===== config.mk =====
export PLATFORM = sky130hd
export DESIGN_NAME = fixed_block_free_list_allocator_top
export DESIGN_NICKNAME = d
export VERILOG_FILES = /design/src/fsa_pkg.sv /design/src/fsa_cfg.sv /design/src/fsa_ctrl.sv /design/src/fsa_dp.sv /design/src/fixed_block_free_list_allocator_top.sv
export VERILOG_INCLUDE_DIRS = /design/src /design/src/src
export SDC_FILE = /design/constraint.sdc
export NUM_CORES = 2
export LEC_CHECK = 0
export BUFFER_PORTS_ARGS = -buffer_cell sky130_fd_sc_hd__buf_2
export CAP_MARGIN = 40
export CORE_ASPECT_RATIO = 0.75
export CORE_UTILIZATION = 50
export DETAILED_ROUTE_END_ITERATION = 8
export PLACE_DENSITY_LB_ADDON = 0.15
export SKIP_CTS_REPAIR_TIMING = 1
export SYNTH_ARGS = -nofsm -noshare
export SYNTH_HDL_FRONTEND = slang
export SYNTH_SLANG_ARGS = --single-unit

===== constraint.sdc =====
create_clock -name i_clk -period 8.6 [get_ports i_clk]
set_input_delay 0.86 -clock i_clk [delete_from_list [all_inputs] [get_ports i_clk]]
set_output_delay 0.86 -clock i_clk [all_outputs]
set_load 0.02 [all_outputs]

===== src/fixed_block_free_list_allocator_top_macros.svh =====
// Assertion macros shared by the free list allocator modules.
// Included by the controller and the datapath; no other dependencies.
`ifndef FIXED_BLOCK_FREE_LIST_ALLOCATOR_TOP_MACROS_SVH
`define FIXED_BLOCK_FREE_LIST_ALLOCATOR_TOP_MACROS_SVH
`ifndef SYNTHESIS
// Check a property on the rising edge, ignored while reset is low
`define FSA_ASSERT(lbl, clk, rstn, prop) \
    lbl: assert property (@(posedge clk) disable iff (!rstn) prop) \
        else $error("fsa assertion failed");
// Check that a condition never holds outside reset
`define FSA_ASSERT_NEVER(lbl, clk, rstn, cond) \
    lbl: assert property (@(posedge clk) disable iff (!rstn) !(cond)) \
        else $error("fsa forbidden condition seen");
`else
`define FSA_ASSERT(lbl, clk, rstn, prop)
`define FSA_ASSERT_NEVER(lbl, clk, rstn, cond)
`endif
`endif


===== src/fsa_pkg.sv =====
// Shared types and constants of the fixed block free list allocator.
// No dependencies; imported by every module of the block.
package fsa_pkg;

    // Command codes of the input transfer
    typedef enum logic [1:0] {
        CMD_ALLOC = 2'd0,
        CMD_FREE  = 2'd1,
        CMD_INIT  = 2'd2,
        CMD_NOP   = 2'd3
    } t_cmd;

    // Result status codes
    typedef enum logic [1:0] {
        ST_OK    = 2'd0,
        ST_EMPTY = 2'd1,
        ST_RANGE = 2'd2
    } t_status;

    // Controller states
    typedef enum logic {
        S_IDLE,
        S_EXEC
    } t_state;

    // Commands from controller to datapath
    typedef struct packed {
        logic take_item;    // an input transfer is accepted this cycle
        logic load_result;  // finish the item and fill the output register
    } t_dp_cmd;

    localparam int CNT_W   = 9;
    localparam int BYTES_W = 13;
    localparam int IDX_W   = 8;
    localparam int OFS_W   = 20;
    localparam int ADDR_W  = 3;
    localparam int DATA_W  = 32;

    localparam int ALIGN_BYTES    = 8;
    localparam int LINK_BYTES     = 8;
    localparam int POOL_HDR_BYTES = 24;
    localparam int MAX_PAYLOAD    = 4096;

    localparam int RST_BLOCK_COUNT = 256;
    localparam int RST_BLOCK_BYTES = 8;

    // Register indexes, byte address is four times the index
    localparam logic REG_BLOCK_COUNT = 1'b0;
    localparam logic REG_BLOCK_BYTES = 1'b1;

endpackage


===== src/fsa_cfg.sv =====
// APB-style configuration registers: block count and block payload size.
// Depends on fsa_pkg.
module fsa_cfg
    import fsa_pkg::*;
(
    input  logic                 i_clk,
    input  logic                 i_rst_n,
    input  logic                 psel,
    input  logic                 penable,
    input  logic                 pwrite,
    input  logic [ADDR_W-1:0]    paddr,
    input  logic [DATA_W-1:0]    pwdata,
    output logic [DATA_W-1:0]    prdata,
    output logic                 pready,
    output logic [CNT_W-1:0]     o_block_count,
    output logic [BYTES_W-1:0]   o_block_bytes
);

    logic [CNT_W-1:0]   r_block_count;
    logic [BYTES_W-1:0] r_block_bytes;
    logic               wr_en;

    assign pready = 1'b1;
    assign wr_en  = psel && penable && pwrite;

    // Write registers on the access cycle
    always_ff @(posedge i_clk) begin
        if (!i_rst_n) begin
            r_block_count <= CNT_W'(RST_BLOCK_COUNT);
            r_block_bytes <= BYTES_W'(RST_BLOCK_BYTES);
        end else if (wr_en) begin
            unique case (paddr[2])
                REG_BLOCK_COUNT: r_block_count <= pwdata[CNT_W-1:0];
                REG_BLOCK_BYTES: r_block_bytes <= pwdata[BYTES_W-1:0];
                default:         r_block_count <= r_block_count;
            endcase
        end
    end

    // Return register contents, zero extended
    always_comb begin
        unique case (paddr[2])
            REG_BLOCK_COUNT: prdata = DATA_W'(r_block_count);
            REG_BLOCK_BYTES: prdata = DATA_W'(r_block_bytes);
            default:         prdata = '0;
        endcase
    end

    assign o_block_count = r_block_count;
    assign o_block_bytes = r_block_bytes;

endmodule


===== src/fsa_ctrl.sv =====
// Controller: handshake on both channels and the two-state item sequence.
// Depends on fsa_pkg and the assertion macro header.
`include "fixed_block_free_list_allocator_top_macros.svh"
module fsa_ctrl
    import fsa_pkg::*;
(
    input  logic    i_clk,
    input  logic    i_rst_n,
    input  logic    i_valid,
    output logic    o_ready,
    output logic    o_valid,
    input  logic    i_ready,
    output t_dp_cmd o_cmd
);

    t_state r_state, n_state;
    logic   r_out_valid, n_out_valid;

    // Hold state and output valid
    always_ff @(posedge i_clk) begin
        if (!i_rst_n) begin
            r_state     <= S_IDLE;
            r_out_valid <= 1'b0;
        end else begin
            r_state     <= n_state;
            r_out_valid <= n_out_valid;
        end
    end

    // Advance on accepted input; finish once the output register is free
    always_comb begin
        n_state           = r_state;
        o_cmd.take_item   = 1'b0;
        o_cmd.load_result = 1'b0;
        unique case (r_state)
            S_IDLE: begin
                if (i_valid) begin
                    o_cmd.take_item = 1'b1;
                    n_state         = S_EXEC;
                end
            end
            S_EXEC: begin
                if (!r_out_valid || i_ready) begin
                    o_cmd.load_result = 1'b1;
                    n_state           = S_IDLE;
                end
            end
            default: n_state = S_IDLE;
        endcase

        if (o_cmd.load_result) begin
            n_out_valid = 1'b1;
        end else if (i_ready) begin
            n_out_valid = 1'b0;
        end else begin
            n_out_valid = r_out_valid;
        end
    end

    assign o_ready = (r_state == S_IDLE);
    assign o_valid = r_out_valid;

    `FSA_ASSERT(a_take_enters_exec, i_clk, i_rst_n, o_cmd.take_item |=> r_state == S_EXEC)
    `FSA_ASSERT(a_load_sets_valid, i_clk, i_rst_n, o_cmd.load_result |=> r_out_valid)
    `FSA_ASSERT_NEVER(a_take_and_load, i_clk, i_rst_n, o_cmd.take_item && o_cmd.load_result)
    `FSA_ASSERT(a_exec_leaves, i_clk, i_rst_n,
        (r_state == S_EXEC && !r_out_valid) |=> r_state == S_IDLE)

endmodule


===== src/fsa_dp.sv =====
// Datapath: free list head, link memory, fresh-block counter, free count,
// offset multiplier and output registers. Depends on fsa_pkg and the macros.
`include "fixed_block_free_list_allocator_top_macros.svh"
module fsa_dp
    import fsa_pkg::*;
#(
    parameter int MAX_BLOCKS = 256
) (
    input  logic                 i_clk,
    input  logic                 i_rst_n,
    input  t_dp_cmd              i_cmd,
    input  logic [1:0]           i_command,
    input  logic [IDX_W-1:0]     i_block_index,
    input  logic [CNT_W-1:0]     i_block_count,
    input  logic [BYTES_W-1:0]   i_block_bytes,
    output logic                 o_granted,
    output logic [IDX_W-1:0]     o_granted_index,
    output logic [OFS_W-1:0]     o_block_offset,
    output logic [1:0]           o_status,
    output logic [CNT_W-1:0]     o_free_count
);

    localparam int IW      = $clog2(MAX_BLOCKS);
    localparam int CAP     = (MAX_BLOCKS < (2**CNT_W - 1)) ? MAX_BLOCKS : (2**CNT_W - 1);
    localparam int RST_CNT = (MAX_BLOCKS < RST_BLOCK_COUNT) ? MAX_BLOCKS : RST_BLOCK_COUNT;
    localparam logic [CNT_W-1:0] CAP_CNT  = CNT_W'(CAP);
    localparam logic [CNT_W-1:0] RST_FREE = CNT_W'(RST_CNT);
    localparam int PROD_W = CNT_W + BYTES_W;

    // Link store: entry holds index+1 of the next freed block, 0 ends the list
    logic [CNT_W-1:0] r_link_mem [MAX_BLOCKS];
    logic [CNT_W-1:0] r_rd_link;

    logic [CNT_W-1:0] r_head, n_head;
    logic [CNT_W-1:0] r_fresh, n_fresh;
    logic [CNT_W-1:0] r_free_total, n_free_total;
    logic             r_pop, n_pop;

    logic             r_res_granted;
    logic [CNT_W-1:0] r_res_gidx;
    t_status          r_res_status;
    logic             n_res_granted;
    logic [CNT_W-1:0] n_res_gidx;
    t_status          n_res_status;

    logic               r_out_granted;
    logic [IDX_W-1:0]   r_out_gidx;
    logic [OFS_W-1:0]   r_out_offset;
    t_status            r_out_status;
    logic [CNT_W-1:0]   r_out_free;

    t_cmd             cmd_code;
    logic [CNT_W-1:0] eff_n;
    logic [BYTES_W-1:0] pay_bytes;
    logic [BYTES_W:0]   pay_round;
    logic [BYTES_W-1:0] stride;
    logic [PROD_W-1:0]  prod;
    logic [PROD_W:0]    ofs_sum;
    logic             have_list, have_fresh, idx_bad;
    logic             mem_we, mem_re;
    logic [IW-1:0]    rd_addr, wr_addr;

    // Clamp registers and form the block stride
    always_comb begin
        if (i_block_count == '0) begin
            eff_n = CNT_W'(1);
        end else if (i_block_count > CAP_CNT) begin
            eff_n = CAP_CNT;
        end else begin
            eff_n = i_block_count;
        end

        if (i_block_bytes == '0) begin
            pay_bytes = BYTES_W'(1);
        end else if (i_block_bytes > BYTES_W'(MAX_PAYLOAD)) begin
            pay_bytes = BYTES_W'(MAX_PAYLOAD);
        end else begin
            pay_bytes = i_block_bytes;
        end
        pay_round = (BYTES_W+1)'(((BYTES_W+1)'(pay_bytes) + (BYTES_W+1)'(ALIGN_BYTES - 1))
                    / ALIGN_BYTES * ALIGN_BYTES);
        stride    = BYTES_W'(pay_round + (BYTES_W+1)'(LINK_BYTES));
    end

    assign cmd_code   = t_cmd'(i_command);
    assign have_list  = (r_head != '0);
    assign have_fresh = (r_fresh < eff_n);
    assign idx_bad    = (CNT_W'(i_block_index) >= eff_n);
    assign rd_addr    = IW'(r_head - CNT_W'(1));
    assign wr_addr    = IW'(i_block_index);

    // Decide the command on the accepting cycle
    always_comb begin
        n_head        = r_head;
        n_fresh       = r_fresh;
        n_free_total  = r_free_total;
        n_pop         = r_pop;
        n_res_granted = r_res_granted;
        n_res_gidx    = r_res_gidx;
        n_res_status  = r_res_status;
        mem_we        = 1'b0;
        mem_re        = 1'b0;

        if (i_cmd.take_item) begin
            n_res_granted = 1'b0;
            n_res_gidx    = '0;
            n_res_status  = ST_OK;
            unique case (cmd_code)
                CMD_ALLOC: begin
                    if (have_list) begin
                        n_res_granted = 1'b1;
                        n_res_gidx    = r_head - CNT_W'(1);
                        mem_re        = 1'b1;
                        n_pop         = 1'b1;
                    end else if (have_fresh) begin
                        n_res_granted = 1'b1;
                        n_res_gidx    = r_fresh;
                        n_fresh       = r_fresh + CNT_W'(1);
                    end else begin
                        n_res_status  = ST_EMPTY;
                    end
                    if ((have_list || have_fresh) && r_free_total != '0) begin
                        n_free_total = r_free_total - CNT_W'(1);
                    end
                end
                CMD_FREE: begin
                    if (idx_bad) begin
                        n_res_status = ST_RANGE;
                    end else begin
                        mem_we = 1'b1;
                        n_head = CNT_W'(i_block_index) + CNT_W'(1);
                        if (r_free_total < eff_n) begin
                            n_free_total = r_free_total + CNT_W'(1);
                        end
                    end
                end
                CMD_INIT: begin
                    n_head       = '0;
                    n_fresh      = '0;
                    n_free_total = eff_n;
                end
                CMD_NOP: begin
                    n_head = r_head;
                end
                default: n_head = r_head;
            endcase
        end else if (i_cmd.load_result && r_pop) begin
            // Pop: the head's link has arrived from the store
            n_head = r_rd_link;
            n_pop  = 1'b0;
        end
    end

    // Hold list control state
    always_ff @(posedge i_clk) begin
        if (!i_rst_n) begin
            r_head       <= '0;
            r_fresh      <= '0;
            r_free_total <= RST_FREE;
            r_pop        <= 1'b0;
        end else begin
            r_head       <= n_head;
            r_fresh      <= n_fresh;
            r_free_total <= n_free_total;
            r_pop        <= n_pop;
        end
    end

    // Link store, one write or one registered read per cycle
    always_ff @(posedge i_clk) begin
        if (mem_we) begin
            r_link_mem[wr_addr] <= r_head;
        end
        if (mem_re) begin
            r_rd_link <= r_link_mem[rd_addr];
        end
    end

    // Hold the decided result until it moves to the output register
    always_ff @(posedge i_clk) begin
        if (!i_rst_n) begin
            r_res_granted <= 1'b0;
            r_res_gidx    <= '0;
            r_res_status  <= ST_OK;
        end else begin
            r_res_granted <= n_res_granted;
            r_res_gidx    <= n_res_gidx;
            r_res_status  <= n_res_status;
        end
    end

    // Payload offset: header, block index times stride, link header
    assign prod    = PROD_W'(r_res_gidx) * PROD_W'(stride);
    assign ofs_sum = (PROD_W+1)'(prod) + (PROD_W+1)'(POOL_HDR_BYTES + LINK_BYTES);

    // Fill the output register when the item finishes
    always_ff @(posedge i_clk) begin
        if (i_cmd.load_result) begin
            r_out_granted <= r_res_granted;
            r_out_gidx    <= r_res_gidx[IDX_W-1:0];
            r_out_offset  <= r_res_granted ? ofs_sum[OFS_W-1:0] : '0;
            r_out_status  <= r_res_status;
            r_out_free    <= r_free_total;
        end
    end

    assign o_granted       = r_out_granted;
    assign o_granted_index = r_out_gidx;
    assign o_block_offset  = r_out_offset;
    assign o_status        = r_out_status;
    assign o_free_count    = r_out_free;

    `FSA_ASSERT(a_pop_clears, i_clk, i_rst_n, (r_pop && i_cmd.load_result) |=> !r_pop)
    `FSA_ASSERT_NEVER(a_pop_on_take, i_clk, i_rst_n, r_pop && i_cmd.take_item)
    `FSA_ASSERT(a_free_sets_head, i_clk, i_rst_n,
        (i_cmd.take_item && cmd_code == CMD_FREE && !idx_bad) |=> r_head != '0)
    `FSA_ASSERT_NEVER(a_grant_status, i_clk, i_rst_n, r_res_granted && r_res_status != ST_OK)
    `FSA_ASSERT_NEVER(a_fresh_cap, i_clk, i_rst_n, r_fresh > CAP_CNT)

endmodule


===== src/fixed_block_free_list_allocator_top.sv =====
// Fixed block free list allocator, top level.
// Input channel (i_valid/o_ready) carries a command and a block index:
// allocate, free or init pool. Output channel (o_valid/i_ready) carries one
// result per command: granted flag, block index, payload byte offset,
// status and the free block count after the command.
// Each item is decided in the idle state, which also starts the link store
// read; in the execute state the popped link moves into the list head and
// the output register is filled. A new command is taken only in the idle
// state, so not before the previous one has left the execute state.
// The output register holds a finished result, so the next command is
// accepted while that result waits; if the receiver stalls, the following
// item waits in the execute state until the output register is taken.
// Reset empties the free list, rewinds the fresh-block counter and sets the
// free count to the pool size; the link store is not cleared. Registers
// block_count (byte address 0) and block_bytes (byte address 4) are for the
// user to write via the APB-style port while idle; the block does not check.
// Depends on fsa_pkg, fsa_cfg, fsa_ctrl and fsa_dp.
module fixed_block_free_list_allocator_top
    import fsa_pkg::*;
#(
    parameter int MAX_BLOCKS = 256
) (
    input  logic                 i_clk,
    input  logic                 i_rst_n,
    input  logic                 i_valid,
    output logic                 o_ready,
    input  logic [1:0]           i_command,
    input  logic [IDX_W-1:0]     i_block_index,
    output logic                 o_valid,
    input  logic                 i_ready,
    output logic                 o_granted,
    output logic [IDX_W-1:0]     o_granted_index,
    output logic [OFS_W-1:0]     o_block_offset,
    output logic [1:0]           o_status,
    output logic [CNT_W-1:0]     o_free_count,
    input  logic                 psel,
    input  logic                 penable,
    input  logic                 pwrite,
    input  logic [ADDR_W-1:0]    paddr,
    input  logic [DATA_W-1:0]    pwdata,
    output logic [DATA_W-1:0]    prdata,
    output logic                 pready
);

    logic [CNT_W-1:0]   block_count;
    logic [BYTES_W-1:0] block_bytes;
    t_dp_cmd            dp_cmd;

    // Configuration registers
    fsa_cfg u_cfg (
        .i_clk         (i_clk),
        .i_rst_n       (i_rst_n),
        .psel          (psel),
        .penable       (penable),
        .pwrite        (pwrite),
        .paddr         (paddr),
        .pwdata        (pwdata),
        .prdata        (prdata),
        .pready        (pready),
        .o_block_count (block_count),
        .o_block_bytes (block_bytes)
    );

    // Sequencing and handshake
    fsa_ctrl u_ctrl (
        .i_clk   (i_clk),
        .i_rst_n (i_rst_n),
        .i_valid (i_valid),
        .o_ready (o_ready),
        .o_valid (o_valid),
        .i_ready (i_ready),
        .o_cmd   (dp_cmd)
    );

    // List state, link store and result path
    fsa_dp #(
        .MAX_BLOCKS (MAX_BLOCKS)
    ) u_dp (
        .i_clk           (i_clk),
        .i_rst_n         (i_rst_n),
        .i_cmd           (dp_cmd),
        .i_command       (i_command),
        .i_block_index   (i_block_index),
        .i_block_count   (block_count),
        .i_block_bytes   (block_bytes),
        .o_granted       (o_granted),
        .o_granted_index (o_granted_index),
        .o_block_offset  (o_block_offset),
        .o_status        (o_status),
        .o_free_count    (o_free_count)
    );

endmodule


### Yosys cells after proc, flatten, opt, wreduce, memory -nomap -nowiden

Memories as Yosys holds them, arrays and structs flattened. A register that Yosys moved wholly into a read port is not among the register bits.
Index checks and enable logic that the tools add are counted.
W data, S select, Z words.

| operators by class | value |
|---|---|
| add/sub/neg operators | 8 |
| reductions and logical operators | 22 |
| bitwise gates (word level) | 2 |
| magnitude comparators | 5 |
| equal/unequal tests | 11 |
| multiplexer cells | 46 |
| multipliers | 1 |

Operators by type and width:

| operator | number |
|---|---|
| $mux W9 | 13 |
| $pmux W32 S2 | 1 |
| $pmux W9 S2 | 2 |
| $pmux W9 S3 | 1 |
| $mux W13 | 2 |
| $mux W1 | 23 |
| $add A20 B6 Y20 const B | 1 |
| $mul A9 B13 Y20 | 1 |
| $add A9 B1 Y9 const B | 2 |
| $lt A9 B9 Y1 | 2 |
| $reduce_bool A9 Y1 | 2 |
| $sub A9 B1 Y9 const B | 2 |
| $add A13 B3 Y13 const B | 1 |
| $add A13 B4 Y13 const B | 1 |
| $gt A13 B13 Y1 const B | 1 |
| $logic_not A13 Y1 | 1 |
| $ne A2 B1 Y1 const B | 5 |
| $add A8 B1 Y9 const B | 1 |
| $ge A8 B9 Y1 | 1 |
| $gt A9 B9 Y1 const B | 1 |
| $logic_not A9 Y1 | 1 |
| $reduce_and A3 Y1 | 2 |
| $reduce_bool A2 Y1 | 3 |
| $reduce_and A5 Y1 | 1 |
| other kinds (16) | 24 |

| word-level totals | value |
|---|---|
| memory bits (writable) | 2304 |
| memories kept | 1 |
| word-level logic and storage cells | 112 |
| output and inout port bits | 75 |
| bits in registers | 104 |

Memories:

| memory | words | bits a word | read ports | clocked after Yosys merged registers in | write ports | RTL line | source |
|---|---|---|---|---|---|---|---|
| u_dp.r_link_mem | 256 | 9 | 1 | 1 | 1 | fsa_dp.sv:31 | `logic [CNT_W-1:0] r_link_mem [MAX_BLOCKS];` |

### Longest topological paths before layout

| depth | value |
|---|---|
| depth after elaboration | 9 |
| depth in mapped cells | 29 |

### By module

Synthesis repeated with hierarchy kept, for this count alone.

| unflattened totals | value |
|---|---|
| cell total of the unflattened synthesis | 4557 |
| area total of the unflattened synthesis | 97524.8 um^2 |

By module, submodules not included:

| module | cells an instance | sequential area each (um^2) | times used | area an instance (um^2) |
|---|---|---|---|---|
| fsa_dp | 4419 | 71368.4 | 1 | 96206.0 |
| fsa_cfg | 128 | 440.4 | 1 | 1208.7 |
| fsa_ctrl | 10 | 40.0 | 1 | 110.1 |

### Least setup slack after synthesis

Ideal clock, no wire load.

| path | value |
|---|---|
| kind | register to register |
| start | register u_dp.r_head[0] |
| end | register u_dp.r_rd_link[7] (read register of u_dp.r_link_mem), data pin |
| cell stages (with the launch flop) | 15 |
| buffers on the path | 8 |
| arrival | 6882 ps |
| setup slack | 1440 ps |
| path through | dfxtp_1 > buf_6 > buf_6 > buf_6 > buf_2 > inv_1 > ha_1 > buf_2 > buf_2 > clkbuf_1 > clkbuf_1 > mux4_2 > mux4_2 > a221oi_1 > o221ai_1 |

| between the ends | value |
|---|---|
| cells in the longest elaborated chain, start to end | 4 |
| elaborated cells between the ends (all ways) | 5 |
| those cells by class | add/sub (1); mux (3); reduce/logical (1) |

RTL lines:

| element | RTL line | source |
|---|---|---|
| start, declared | fsa_dp.sv:34 | `logic [CNT_W-1:0] r_head, n_head;` |
| start signal, assigned | fsa_dp.sv:162 | `r_head <= n_head;` |
| parallel branches: the longest is 4 deep, another holds $sub A9 B1 Y9 | - |  |
| end, declared | fsa_dp.sv:32 | `logic [CNT_W-1:0] r_rd_link;` |

Several ways; the timed one is not identified.
A chain may end at the register's enable or synchronous reset.

### Worst setup path after layout

| path | value |
|---|---|
| start | register u_cfg.r_block_bytes[8] (netlist: u_cfg.o_block_bytes[8]) |
| end | register u_dp.r_out_offset[19] (netlist: u_dp.o_block_offset[19]), data pin |

| between the ends | value |
|---|---|
| cells in the longest elaborated chain, start to end | 7 |
| elaborated cells between the ends (all ways) | 8 |
| those cells by class | add/sub (3); mul (1); order compare (1); mux (2); reduce/logical (1) |

RTL lines:

| element | RTL line | source |
|---|---|---|
| start, declared | fsa_cfg.sv:20 | `logic [BYTES_W-1:0] r_block_bytes;` |
| start signal, assigned | fsa_cfg.sv:30 | `r_block_bytes <= BYTES_W'(RST_BLOCK_BYTES);` |
| start signal, assigned | fsa_cfg.sv:34 | `REG_BLOCK_BYTES: r_block_bytes <= pwdata[BYTES_W-1:0];` |
| $gt A13 B13 Y1 | fsa_dp.sv:75 | `end else if (i_block_bytes > BYTES_W'(MAX_PAYLOAD)) begin` |
| $mux W13 | fsa_dp.sv:75 |  |
| $mux W13 * | fsa_dp.sv:73 | `if (i_block_bytes == '0) begin` |
| $add A13 B3 Y13 * | fsa_dp.sv:80 | `pay_round = (BYTES_W+1)'(((BYTES_W+1)'(pay_bytes) + (BYTES_W+1)'(ALIGN_BYTES - 1))` |
| $add A13 B4 Y13 * | fsa_dp.sv:82 | `stride = BYTES_W'(pay_round + (BYTES_W+1)'(LINK_BYTES));` |
| $mul A9 B13 Y20 * | fsa_dp.sv:193 | `assign prod = PROD_W'(r_res_gidx) * PROD_W'(stride);` |
| $add A20 B6 Y20 * | fsa_dp.sv:194 | `assign ofs_sum = (PROD_W+1)'(prod) + (PROD_W+1)'(POOL_HDR_BYTES + LINK_BYTES);` |
| end signal, assigned | fsa_dp.sv:201 | `r_out_offset <= r_res_granted ? ofs_sum[OFS_W-1:0] : '0;` |
| end, declared | fsa_dp.sv:48 | `logic [OFS_W-1:0] r_out_offset;` |

Mark *: on every way between the ends. The rest lies on a longest branch, timed or not.

==> key figures <==
Clock tree
  – CTS Buf Count: ~220
  – H-tree depth: 4
  – CTS root buf: clkbuf_16
  – Bufs on Longest Clock Path: 3
  – Clock Latency Late Sink: around 0.85 ns
  – CTS tree: built
  – Clock slew at reported path FFs: roughly 0.060 ns
  – Clk sinks: between 2,000 and 2,500

Synth
  – Asr flop ratio synth: 0
  – Unique masters post-synth: just under 70
  – Synth Area in Adders: 0.0223
  – Top-count cell post-synth: edfxtp_1
  – Largest family of logic cells by synthesized area: multiplexers
  – Number of flops mapped to enable cells by yosys: 2,350
  – Syn Area/Cell: ~21 um^2
  – Synth Area in Compound Gates: 0.0176
  – Cell area after synthesis: slightly below 100,000 um^2
  – Synth top area share: 0.724
  – Simple-gate share of the synthesized area: 0.0314
  – Top cells by area, synth: edfxtp_1 72%, mux4_2 17%, dfxtp_1 1.3%
  – Post-synthesis xor/xnor area fraction: 0.00483
  – #FFs+latches synth: 2,414
  – Post-Syn Instances: roughly 4,600
  – Total of warnings raised by yosys: 0
  – Synth area leader: edfxtp_1
  – Synth top cells by count: 2,350 x edfxtp_1, 720 x mux4_2, 299 x nor2_1
  – Top FF cell, synth: edfxtp_1
  – Sequential area share after synthesis: 0.737
  – Mux cell area share after synthesis: 0.169

Routing
  – Via density: 6.16
  – Initial DRC count: roughly 6,400
  – Number of nets with antenna violations after routing: 0
  – Final wirelength: ~230 mm
  – Highest Signal Layer: met4
  – First-pass DRT Iterations: 5
  – Met1 WL: 105 mm
  – DR WL met2: 103 mm
  – DR WL/cell: ~30 um
  – Routed wl met3: 20.0 mm
  – Vias: ~47,000
  – DRC: 0

GRT
  – Global-route wire length before repair: ~340 mm
  – Largest net degree at the start of global routing: between 200 and 250
  – Gr ovfl total: 0
  – Vias in the first global route: between 40,000 and 50,000
  – Tot GR Track Use: 0.239
  – Initial antenna violation count: 13

Timing
  – Endpoints failing setup: 0
  – Period utilization: 0.829
  – Clock Skews: 0.0346 ns
  – Max-slew violation count: 0
  – Worst-Margin Slew: between 1 and 1.5 ns
  – Fin Hold WS: around 0.28 ns
  – Setup TNS Final: 0 ns
  – RSZ-0062 raised after global routing: no
  – Post-route minimum period: 7.13 ns
  – Slew margin rel.: 0.233
  – Hold Vio Cnt, Final: 0
  – Max Freq: between 100 and 150 MHz

Cells and area
  – FILL cells: ~14,000
  – Layout Utilization: 0.567
  – Layout cells sized above 1: 0.276
  – Storage element area: between 70,000 and 80,000 um^2
  – Layout Nets: 5,174
  – Multi-input logic area: roughly 24,000 um^2
  – Synth-to-Final Area Change: 12.1%

Pwr
  – Worst vdd ir: 0.210 mV
  – Leakage dissipation: 0.0324 uW
  – PwrDens: roughly 230 nW/um^2

Critical path
  – Required time worst endpoint: slightly above 9 ns
  – Setup crit end kind: flip-flop
  – Critical path buffers and inverters: 3
  – Critical Path AT: a little under 8 ns
  – CP most frequent cell: ha_1
  – Worst setup SP type: flip-flop
  – Slowest CP cell: xnor2_1
  – Slowest stage delay, CP: around 0.66 ns
  – Crit Path Class: flip-flop to flip-flop
  – CP top delay family: adder cells
  – CP Max Fanout: 9

Run status
  – Status: completed

Floorplan
  – I/O pins: approximately 130
  – Starting Density: 0.506
  – Cell Rows: ~140
  – Die W: a little over 500 um
  – Die height: just under 400 um
  – Core region area: between 150,000 and 200,000 um^2
  – Die area: 197,000 um^2

Place
  – Port bufs: 82
  – DP HPWL: approximately 140 mm
  – GP Congestion: between 0.8 and 0.9

Min path
  – HP Class: input port to flip-flop

Job
  – Max-cap check violation count: 0
==> worst min-delay path: cells and delay by family <==
family	cells	cell delay [ns]
simple gates	2	0.13
buf+inv	1	0.09
==> placed cells by master, fill, tap and decap left out, types with 20 or more instances in the layout <==
master / n
a21boi_0: 24
a21oi_1: 26
a22oi_1: 48
and2_1: 68
buf_2: 82
buf_4: 256
clkbuf_1: 70
clkbuf_16: 225
clkinv_1: 54
clkinv_2: 21
conb_1: 23
dfxtp_1: 55
edfxtp_1: 2350
fa_1: 56
ha_1: 83
inv_1: 81
mux2i_1: 20
mux4_2: 720
nand2_1: 187
nand3_1: 21
nor2_1: 297
nor2b_1: 21
o21ai_0: 41
xnor2_1: 27
xor2_1: 23
==> cell type report <==
type,count,area share
Clock inverter,98,0.00670
Antenna cell,3,0.0000687
Timing Repair Buffer,373,0.0277
Clock buffer,301,0.0547
Multi-Input combinational cell,1891,0.221
Inverter,81,0.00278
Sequential cell,2414,0.658
Tap cell,2538,0.0291
==> cells by family after synthesis <==
kind of cell    after synthesis
mux                         748
fa+ha+maj                   140
flops                      2414
buf+inv                     350
other cells                   2
simple gates                688
xor+xnor                     52
compound gates              240
==> report_power, final <==
group | switching, uW | internal [uW] | leakage (uW)
clock | 4240 | 5050 | 0.00324
combinational | 1420 | 843 | 0.00900
sequential | 67.6 | 12900 | 0.0201
==> per-layer routing <==
layer  vias up  global-route usage
li1      19700                   -
met1     25400               0.381
met2      1981               0.347
met3       276              0.0437
met4         0              0.0490
met5         -                   0
==> worst paths after layout <==
check,cells after the start,slack (ns),start,end
worst min register to register,0,0.44,u_dp.r_res_status[0],u_dp.o_status[0]
worst max-delay path,25,1.47,u_cfg.o_block_bytes[8],u_dp.o_block_offset[19]
worst max register to register,25,1.47,u_cfg.o_block_bytes[8],u_dp.o_block_offset[19]
worst min-delay path,3,0.28,pwdata[3],u_cfg.o_block_bytes[3]
==> state kept, by name, summed over array words and instances (netlist names) <==
register and cells:
u_dp.r_head 9, u_dp.r_link_mem 2304, u_ctrl.r_state 1, u_dp.o_status 2, u_dp.r_fresh 9, u_dp.r_res_gidx 9
u_dp.r_res_status 2, u_cfg.o_block_bytes 13, u_dp.r_pop 1, u_dp.r_rd_link 9, u_cfg.o_block_count 9, u_dp.r_res_granted 1
u_dp.r_free_total 9, u_dp.o_granted 1, u_dp.o_free_count 9, u_dp.o_block_offset 17, u_ctrl.o_valid 1, u_dp.o_granted_index 8
==> through the flow <==
step | cells | power [uW] | cell area [um^2] | setup slack [ns]
2_1_floorplan | 4655 | 14700 | 97600 | 1.44
3_3_place_gp | 7083 | 15500 | 101000 | 1.57
3_5_place_dp | 7285 | 15500 | 102000 | 1.55
4_1_cts | 7684 | 24800 | 109000 | 1.50
5_1_grt | 7697 | 25300 | 109000 | 0.846
6_report | 7699 | 24600 | 109000 | 1.47
No activity file was read; power rests on OpenSTA's default activity.
